<file path="config.mk">
export PLATFORM = sky130hd
export DESIGN_NAME = i2c_target_register_file
export DESIGN_NICKNAME = d
export VERILOG_FILES = /design/src/rtl/core/itrf_pkg.sv /design/src/rtl/core/i2c_target_register_file.sv /design/src/rtl/core/itrf_ctrl.sv /design/src/rtl/core/itrf_dpath.sv
export SDC_FILE = /design/constraint.sdc
export NUM_CORES = 1
export LEC_CHECK = 0
export ABC_AREA = 1
export BUFFER_PORTS_ARGS = -buffer_cell sky130_fd_sc_hd__buf_2
export CORE_MARGIN = 5
export CORE_UTILIZATION = 42
export DETAILED_ROUTE_END_ITERATION = 16
export GPL_TIMING_DRIVEN = 0
export HOLD_SLACK_MARGIN = 0.08
export SYNTH_ARGS = -nofsm -noshare
export SYNTH_HDL_FRONTEND = slang
export SYNTH_SLANG_ARGS = --single-unit
</file>
<file path="constraint.sdc">
create_clock -name i_clk -period 6.4 [get_ports i_clk]
set_input_delay 0.96 -clock i_clk [delete_from_list [all_inputs] [get_ports i_clk]]
set_output_delay 0.96 -clock i_clk [all_outputs]
set_load 0.05 [all_outputs]
</file>
<file path="src/rtl/core/itrf_pkg.sv">
// Shared types and constants for the I2C target register file.
package itrf_pkg;

    // Number of registers in the map and the index width it needs.
    localparam int REG_COUNT = 64;
    localparam int IDX_W     = $clog2(REG_COUNT);
    localparam logic [7:0] REG_COUNT_B = 8'(REG_COUNT);

    localparam logic [7:0] OUT_OF_RANGE_BYTE = 8'hFF;

    // Item commands; the eighth code is unused and leaves the state and the map unchanged.
    typedef enum logic [2:0] {
        CMD_ADDR_WR  = 3'd0,
        CMD_RX_BYTE  = 3'd1,
        CMD_STOP     = 3'd2,
        CMD_TX_REQ   = 3'd3,
        CMD_LOCAL_WR = 3'd4,
        CMD_CLR_FLAG = 3'd5,
        CMD_LOCAL_RD = 3'd6
    } t_cmd;

    // Configuration register indexes.
    localparam logic [7:0] CFG_STREAM_ADDR = 8'd0;
    localparam logic [7:0] CFG_CALIB_ADDR  = 8'd1;
    localparam logic [7:0] CFG_DONE_CODE   = 8'd2;
    localparam logic [7:0] CFG_IDLE_CODE   = 8'd3;

    // Configuration reset values.
    localparam logic [7:0] RST_DONE_CODE = 8'd2;

    // Commands from the controller to the datapath.
    typedef struct packed {
        logic capture;   // latch the item and read the register map
        logic execute;   // update state, write the map, load the result
    } t_ctrl_cmd;

endpackage

</file>
<file path="src/rtl/core/i2c_target_register_file.sv">
// Top level of the I2C target register file: controller plus datapath.
//
//  channel   direction  handshake                  payload
//  input     in         i_in_valid / o_in_stall    i_cmd, i_rx_byte, i_stream_valid,
//                                                  i_stream_byte, i_local_addr, i_local_data
//  result    out        o_out_valid / i_out_stall  o_tx_byte, o_stream_take, o_update_flag,
//                                                  o_write_count, o_first_reg, o_local_rd_data
//  config    in         i_cfg_valid / o_cfg_ready  i_cfg_index, i_cfg_data
//
// Each item has two steps: capture latches it and reads the register map (the
// map's single registered read port), then execute updates state and writes the map.
// The execute step waits while the previous result is still stalled.
// Reset is synchronous, active low; it clears pointer, flags, counts and the
// per-entry valid bits of the map at once, so no clearing pass is needed.
// The config port is always ready.
module i2c_target_register_file
    import itrf_pkg::*;
(
    input  logic       i_clk,
    input  logic       i_rst_n,
    // Input items
    input  logic       i_in_valid,
    output logic       o_in_stall,
    input  logic [2:0] i_cmd,
    input  logic [7:0] i_rx_byte,
    input  logic       i_stream_valid,
    input  logic [7:0] i_stream_byte,
    input  logic [7:0] i_local_addr,
    input  logic [7:0] i_local_data,
    // Result items
    output logic       o_out_valid,
    input  logic       i_out_stall,
    output logic [7:0] o_tx_byte,
    output logic       o_stream_take,
    output logic       o_update_flag,
    output logic [7:0] o_write_count,
    output logic [7:0] o_first_reg,
    output logic [7:0] o_local_rd_data,
    // Configuration writes
    input  logic       i_cfg_valid,
    output logic       o_cfg_ready,
    input  logic [7:0] i_cfg_index,
    input  logic [7:0] i_cfg_data
);

    t_ctrl_cmd cmd;

    // Config writes are registered and never back-pressure
    assign o_cfg_ready = 1'b1;

    // Sequence capture and execute, own the result valid
    itrf_ctrl u_ctrl (
        .i_clk       (i_clk),
        .i_rst_n     (i_rst_n),
        .i_in_valid  (i_in_valid),
        .i_out_stall (i_out_stall),
        .o_in_stall  (o_in_stall),
        .o_out_valid (o_out_valid),
        .o_cmd       (cmd)
    );

    // Hold the map, the pointer state and the result fields
    itrf_dpath u_dpath (
        .i_clk           (i_clk),
        .i_rst_n         (i_rst_n),
        .i_cmd           (cmd),
        .i_cmd_code      (i_cmd),
        .i_rx_byte       (i_rx_byte),
        .i_stream_valid  (i_stream_valid),
        .i_stream_byte   (i_stream_byte),
        .i_local_addr    (i_local_addr),
        .i_local_data    (i_local_data),
        .i_cfg_we        (i_cfg_valid),
        .i_cfg_index     (i_cfg_index),
        .i_cfg_data      (i_cfg_data),
        .o_tx_byte       (o_tx_byte),
        .o_stream_take   (o_stream_take),
        .o_update_flag   (o_update_flag),
        .o_write_count   (o_write_count),
        .o_first_reg     (o_first_reg),
        .o_local_rd_data (o_local_rd_data)
    );

endmodule

</file>
<file path="src/rtl/core/itrf_ctrl.sv">
// Controller state machine for the I2C target register file.
module itrf_ctrl
    import itrf_pkg::*;
(
    input  logic      i_clk,
    input  logic      i_rst_n,
    input  logic      i_in_valid,
    input  logic      i_out_stall,
    output logic      o_in_stall,
    output logic      o_out_valid,
    output t_ctrl_cmd o_cmd
);

    typedef enum logic {
        S_IDLE,
        S_EXEC
    } t_state;

    t_state r_state;
    logic   r_out_vld;

    always_comb begin
        o_cmd.capture = (r_state == S_IDLE) && i_in_valid;
        o_cmd.execute = (r_state == S_EXEC) && (!r_out_vld || !i_out_stall);
    end

    assign o_in_stall  = (r_state != S_IDLE);
    assign o_out_valid = r_out_vld;

    always_ff @(posedge i_clk) begin
        if (!i_rst_n) begin
            r_state   <= S_IDLE;
            r_out_vld <= 1'b0;
        end else begin
            case (r_state)
                S_IDLE: begin
                    if (o_cmd.capture) r_state <= S_EXEC;
                end
                S_EXEC: begin
                    if (o_cmd.execute) r_state <= S_IDLE;
                end
                default: r_state <= S_IDLE;
            endcase
            if (o_cmd.execute) begin
                r_out_vld <= 1'b1;
            end else if (!i_out_stall) begin
                r_out_vld <= 1'b0;
            end
        end
    end

    a_capture_then_exec: assert property (@(posedge i_clk) disable iff (!i_rst_n)
        o_cmd.capture |=> (r_state == S_EXEC))
        else $error("capture not followed by execute state");

    a_exec_loads_result: assert property (@(posedge i_clk) disable iff (!i_rst_n)
        o_cmd.execute |=> (r_out_vld && r_state == S_IDLE))
        else $error("execute did not present a result");

    a_cmd_exclusive: assert property (@(posedge i_clk) disable iff (!i_rst_n)
        !(o_cmd.capture && o_cmd.execute))
        else $error("capture and execute in the same cycle");

endmodule

</file>
<file path="src/rtl/core/itrf_dpath.sv">
// Datapath: register map, pointer, write tracking and result registers.
module itrf_dpath
    import itrf_pkg::*;
(
    input  logic       i_clk,
    input  logic       i_rst_n,
    input  t_ctrl_cmd  i_cmd,
    input  logic [2:0] i_cmd_code,
    input  logic [7:0] i_rx_byte,
    input  logic       i_stream_valid,
    input  logic [7:0] i_stream_byte,
    input  logic [7:0] i_local_addr,
    input  logic [7:0] i_local_data,
    input  logic       i_cfg_we,
    input  logic [7:0] i_cfg_index,
    input  logic [7:0] i_cfg_data,
    output logic [7:0] o_tx_byte,
    output logic       o_stream_take,
    output logic       o_update_flag,
    output logic [7:0] o_write_count,
    output logic [7:0] o_first_reg,
    output logic [7:0] o_local_rd_data
);

    // Configuration
    logic [7:0] r_stream_addr, r_calib_addr, r_done_code, r_idle_code;

    // Protocol state
    logic [7:0] r_ptr, n_ptr;
    logic       r_expect, n_expect;
    logic [7:0] r_cnt, n_cnt;
    logic [7:0] r_begin, n_begin;
    logic       r_updated, n_updated;

    // Latched item
    logic [2:0] r_cmd;
    logic [7:0] r_rx, r_sbyte, r_laddr, r_ldata;
    logic       r_svalid;

    // Register map with per-entry valid bits; invalid entries read as zero
    logic [7:0]     mem [REG_COUNT];
    logic [REG_COUNT-1:0] r_vld;
    logic [7:0]     r_rd_data;
    logic           r_rd_vld;
    logic [7:0]     rd_val;
    logic [7:0]     rd_addr;
    logic           rd_in_range;

    // Write port
    logic             wr_en;
    logic [IDX_W-1:0] wr_idx;
    logic [7:0]       wr_data;

    // Result
    logic [7:0] r_tx, n_tx, r_lrd, n_lrd;
    logic       r_take, n_take;

    assign rd_addr     = (i_cmd_code == CMD_LOCAL_RD) ? i_local_addr : r_ptr;
    assign rd_in_range = (rd_addr < REG_COUNT_B);
    assign rd_val      = r_rd_vld ? r_rd_data : 8'd0;

    always_comb begin
        n_ptr     = r_ptr;
        n_expect  = r_expect;
        n_cnt     = r_cnt;
        n_begin   = r_begin;
        n_updated = r_updated;
        n_tx      = 8'd0;
        n_take    = 1'b0;
        n_lrd     = 8'd0;
        wr_en     = 1'b0;
        wr_idx    = r_ptr[IDX_W-1:0];
        wr_data   = r_rx;
        case (r_cmd)
            CMD_ADDR_WR: begin
                n_cnt    = 8'd0;
                n_begin  = 8'd0;
                n_expect = 1'b1;
            end
            CMD_RX_BYTE: begin
                if (r_expect) begin
                    n_expect = 1'b0;
                    n_ptr    = r_rx;
                    n_begin  = r_rx;
                end else if (r_ptr < REG_COUNT_B) begin
                    wr_en = 1'b1;
                    n_ptr = r_ptr + 8'd1;
                    n_cnt = r_cnt + 8'd1;
                end
            end
            CMD_STOP: begin
                if (r_cnt != 8'd0) n_updated = 1'b1;
            end
            CMD_TX_REQ: begin
                if (r_ptr == r_stream_addr && r_svalid) begin
                    n_tx   = r_sbyte;
                    n_take = 1'b1;
                end else if (r_ptr < REG_COUNT_B) begin
                    n_tx = rd_val;
                    // Clear a completed calibration status once it is read
                    if (r_ptr == r_calib_addr && rd_val == r_done_code) begin
                        wr_en   = 1'b1;
                        wr_data = r_idle_code;
                    end
                    n_ptr = r_ptr + 8'd1;
                end else begin
                    n_tx = OUT_OF_RANGE_BYTE;
                end
            end
            CMD_LOCAL_WR: begin
                if (r_laddr < REG_COUNT_B) begin
                    wr_en   = 1'b1;
                    wr_idx  = r_laddr[IDX_W-1:0];
                    wr_data = r_ldata;
                end
            end
            CMD_CLR_FLAG: n_updated = 1'b0;
            CMD_LOCAL_RD: n_lrd = (r_laddr < REG_COUNT_B) ? rd_val : OUT_OF_RANGE_BYTE;
            default: ;
        endcase
    end

    // Control state and configuration
    always_ff @(posedge i_clk) begin
        if (!i_rst_n) begin
            r_stream_addr <= 8'd0;
            r_calib_addr  <= 8'd0;
            r_done_code   <= RST_DONE_CODE;
            r_idle_code   <= 8'd0;
            r_ptr         <= 8'd0;
            r_expect      <= 1'b0;
            r_cnt         <= 8'd0;
            r_begin       <= 8'd0;
            r_updated     <= 1'b0;
            r_vld         <= '0;
        end else begin
            if (i_cfg_we) begin
                case (i_cfg_index)
                    CFG_STREAM_ADDR: r_stream_addr <= i_cfg_data;
                    CFG_CALIB_ADDR:  r_calib_addr  <= i_cfg_data;
                    CFG_DONE_CODE:   r_done_code   <= i_cfg_data;
                    CFG_IDLE_CODE:   r_idle_code   <= i_cfg_data;
                    default: ;
                endcase
            end
            if (i_cmd.execute) begin
                r_ptr     <= n_ptr;
                r_expect  <= n_expect;
                r_cnt     <= n_cnt;
                r_begin   <= n_begin;
                r_updated <= n_updated;
                if (wr_en) r_vld[wr_idx] <= 1'b1;
            end
        end
    end

    // Item capture, map read, map write, result load
    always_ff @(posedge i_clk) begin
        if (i_cmd.capture) begin
            r_cmd     <= i_cmd_code;
            r_rx      <= i_rx_byte;
            r_svalid  <= i_stream_valid;
            r_sbyte   <= i_stream_byte;
            r_laddr   <= i_local_addr;
            r_ldata   <= i_local_data;
            r_rd_data <= mem[rd_addr[IDX_W-1:0]];
            r_rd_vld  <= rd_in_range && r_vld[rd_addr[IDX_W-1:0]];
        end
        if (i_cmd.execute) begin
            r_tx   <= n_tx;
            r_take <= n_take;
            r_lrd  <= n_lrd;
            if (wr_en) mem[wr_idx] <= wr_data;
        end
    end

    assign o_tx_byte       = r_tx;
    assign o_stream_take   = r_take;
    assign o_local_rd_data = r_lrd;
    assign o_update_flag   = r_updated;
    assign o_write_count   = r_cnt;
    assign o_first_reg     = r_begin;

endmodule
</file>
==> run summary <==
Status: finished clean
FF-to-FF Start: u_dpath.r_ptr[0]$_SDFFE_PN0P_
Sw Share: 24.7%
Slew margin rel.: 8.82%
Via-per-instance ratio: 5.69
Non-Filler Instances: 4030
Clk buf depth: 3
Critical path data arrival time: 4.42 ns
Leak Pwr: 12.0 nW
Clk Latency, worst-skew pair: 0.62 ns
Mux share of post-synthesis cell area: 0%
Largest net degree at the start of global routing: 65
GRT Overall Usage: 25.2%
Top cell type's share of synthesized area: 57.8%
Startpoint types: flop
DRT iter0 DRCs: 2887
Final WS setup: 2.21 ns
Pin slew with the least headroom to its limit: 1.36 ns
Layout cells sized above 1: 10.0%
XOR/XNOR Fraction of Synth Area: 0.293%
Async SR Flop Fraction: 0%
Post-synthesis cell type count: 45
Die height: 277 microns
Main combinational cell family by area after synthesis: simple AND/OR/NAND/NOR gates
Syn Area/Cell: 10.5 sq um
Clock power frac: 42.6%
CTS tree: yes
Post-layout nets: 3088
Synth warnings: 0
Post-CTS sizing: 0
Post-synth EDFFs: 574
First-pass GRT wire length: 146 mm
N_diodes: 0
Row cnt: 97
Compound-Gate Fraction of Synth Area: 10.9%
Max reg flops: 512
Clock sinks: 698
H-Tree Depth: 3
Final Slew Violations: 0
Die ar.: 76500 sq um
Commonest non-fill, non-tap cell in the layout: edfxtp_1
Vias in the first global route: 22.0k
Largest Register: u_dpath.mem
Top cells by area, synth: edfxtp_1, dfxtp_1, nand3_1
Kind of critical path: flop to flop
GRT overflow: 0
Final Hold Fails: 0
RSZ-0062 raised after global routing: no
Port buffer count: 92
Final setup vio count: 0
Mapped Nets: 2908
Crit path time final: 4.19 ns
Post-CTS Setup Repair Bufs: 0
DR vias: 22.9k
Die X: 277 microns
WL/cell: 24.9 microns
Worst Path Max Fanout: 9
Area leader, netlist: edfxtp_1
Hold path start: u_dpath.r_vld[44]$_SDFFE_PN0P_
R2R Setup Slk: 2.21 ns
Total power: 10.2 mW
MaxCap Viol Count: 0
Top Registers: u_dpath.mem (512), u_dpath.r_vld (64)
Sw power: 2.52 mW
Worst VDD drop: 0.201 mV
Fin crit share: 65.5%
Commonest non-fill, non-tap cells in the layout: edfxtp_1, nand2_1, nand3_1
Residual DRC: 0
Hold_buf cts: 0
Sequential area share after synthesis: 66.1%
Simple-Gate Fraction of Synth Area: 17.3%
DRT Pass-1 Iters: 6
Worst hold margin: 0.451 ns
Combinational Power Share: 8.3%
Hpwl dp: 68.9 mm
WL final: 100 mm
Number of synthesized register bits: 698
Critical path endpoint category: flop
Main synth FF type: edfxtp_1
Initial antenna violation count: 2
Setup Skew: 0.0177 ns
Post-placement cell count: 3888
Worst EP required: 6.63 ns
Worst Hold Class: flop to flop
Cell Area, Synth: 29800 sq um
Sequential share of power: 49.1%
Max frequency: 0.239 GHz
Syn Inst Count: 2848
ANT nets after route: 0
Worst Setup SP: u_dpath.r_ptr[0]$_SDFFE_PN0P_
Filler cells: 6334
CORE AREA: 70300 sq um
Worst-path clk slew: 0.06 ns
Adder-Cell Fraction of Synth Area: 0.126%
Pwr/cell area: 298 nW/um^2
Pre-CTS setup slack: 1.88 ns
Internal Pwr Total: 7.68 mW
Routability cong.: 0.918
Cts bufs inserted: 78
Area Overhead vs Synth: 14.5%
Clock root buffer: clkbuf_16
IO Pins: 94
Starting Density: 42.5%
[through the flow]
stage	setup TNS [ns]	utilization [%]	cell area (sq um)
6_report	0	48.6	34200
5_1_grt	0	48.6	34200
4_1_cts	0	48.6	34200
3_5_place_dp	0	45.2	31700
3_3_place_gp	-186.18	44.8	31500
2_1_floorplan	0	-	29800
[critical path, stage by stage, from the launching register on]
cell and delay (ns):
dfxtp_1 0.59, inv_1 0.21, or2_1 0.25, nand3_1 0.07
nor2_1 0.06, nand3_2 0.18, nand4_2 0.34, a21oi_4 0.48
nand3_1 0.44, nor2_1 1.16
[cell type report]
class | count | area [sq um] | share of cell area, %
Inverter | 208 | 783 | 2.29
Tap cell | 940 | 1180 | 3.44
Timing Repair Buffer | 100 | 628 | 1.84
Clock inverter | 45 | 363 | 1.06
Clock buffer | 97 | 2060 | 6.04
Multi-Input combinational cell | 1770 | 8660 | 25.3
Buffer | 172 | 781 | 2.28
Sequential cell | 698 | 19700 | 57.7
[power by group through the flow]
stage                     logic [mW]  clock network [mW]  registers [mW]
final                          0.850                4.34            5.00
after global routing           0.900                4.58            5.00
after CTS                      0.833                4.39            5.00
after detailed placement       0.830                   0            5.10
after global placement         0.796                   0            5.12
after floorplan                0.424                   0            5.13
[worst paths after layout]
| check | cells past startpoint | to |
|---|---|---|
| max | 9 | u_dpath.mem[31][2]$_DFFE_PP_ |
| min | 2 | u_dpath.r_vld[44]$_SDFFE_PN0P_ |
| max reg2reg | 9 | u_dpath.mem[31][2]$_DFFE_PP_ |
| min reg2reg | 2 | u_dpath.r_vld[44]$_SDFFE_PN0P_ |
[routing by layer]
layer / vias up / routed length, microns / GRT usage [%]
li1: 10386 / - / -
met1: 11169 / 41800 / 34.8
met2: 1162 / 46100 / 40.3
met3: 226 / 8520 / 4.55
met4: 0 / 3740 / 8.94
met5: - / 0 / 0
[cells in the mapped netlist (all sizes together) (10+ instances only)]
cell,number
a21oi,113
buf,80
clkbuf,92
dfxtp,124
edfxtp,574
inv,203
nand2,411
nand3,390
nand4,12
nor2,384
nor3,10
o211ai,139
o21ai,215
o21bai,55
[kinds of logic (layout without fill, tap and decap cells)]
family / count (synthesis) / count (layout)
AOI/OAI and AO/OA: 539 / 539
and+or+nand+nor: 1217 / 1217
xor gates and xnor gates: 10 / 10
DFF: 698 / 698
other: 1 / 1
buffers and inverters: 380 / 622
adders and majority gates: 3 / 3
(Power assumes the default switching activity.)
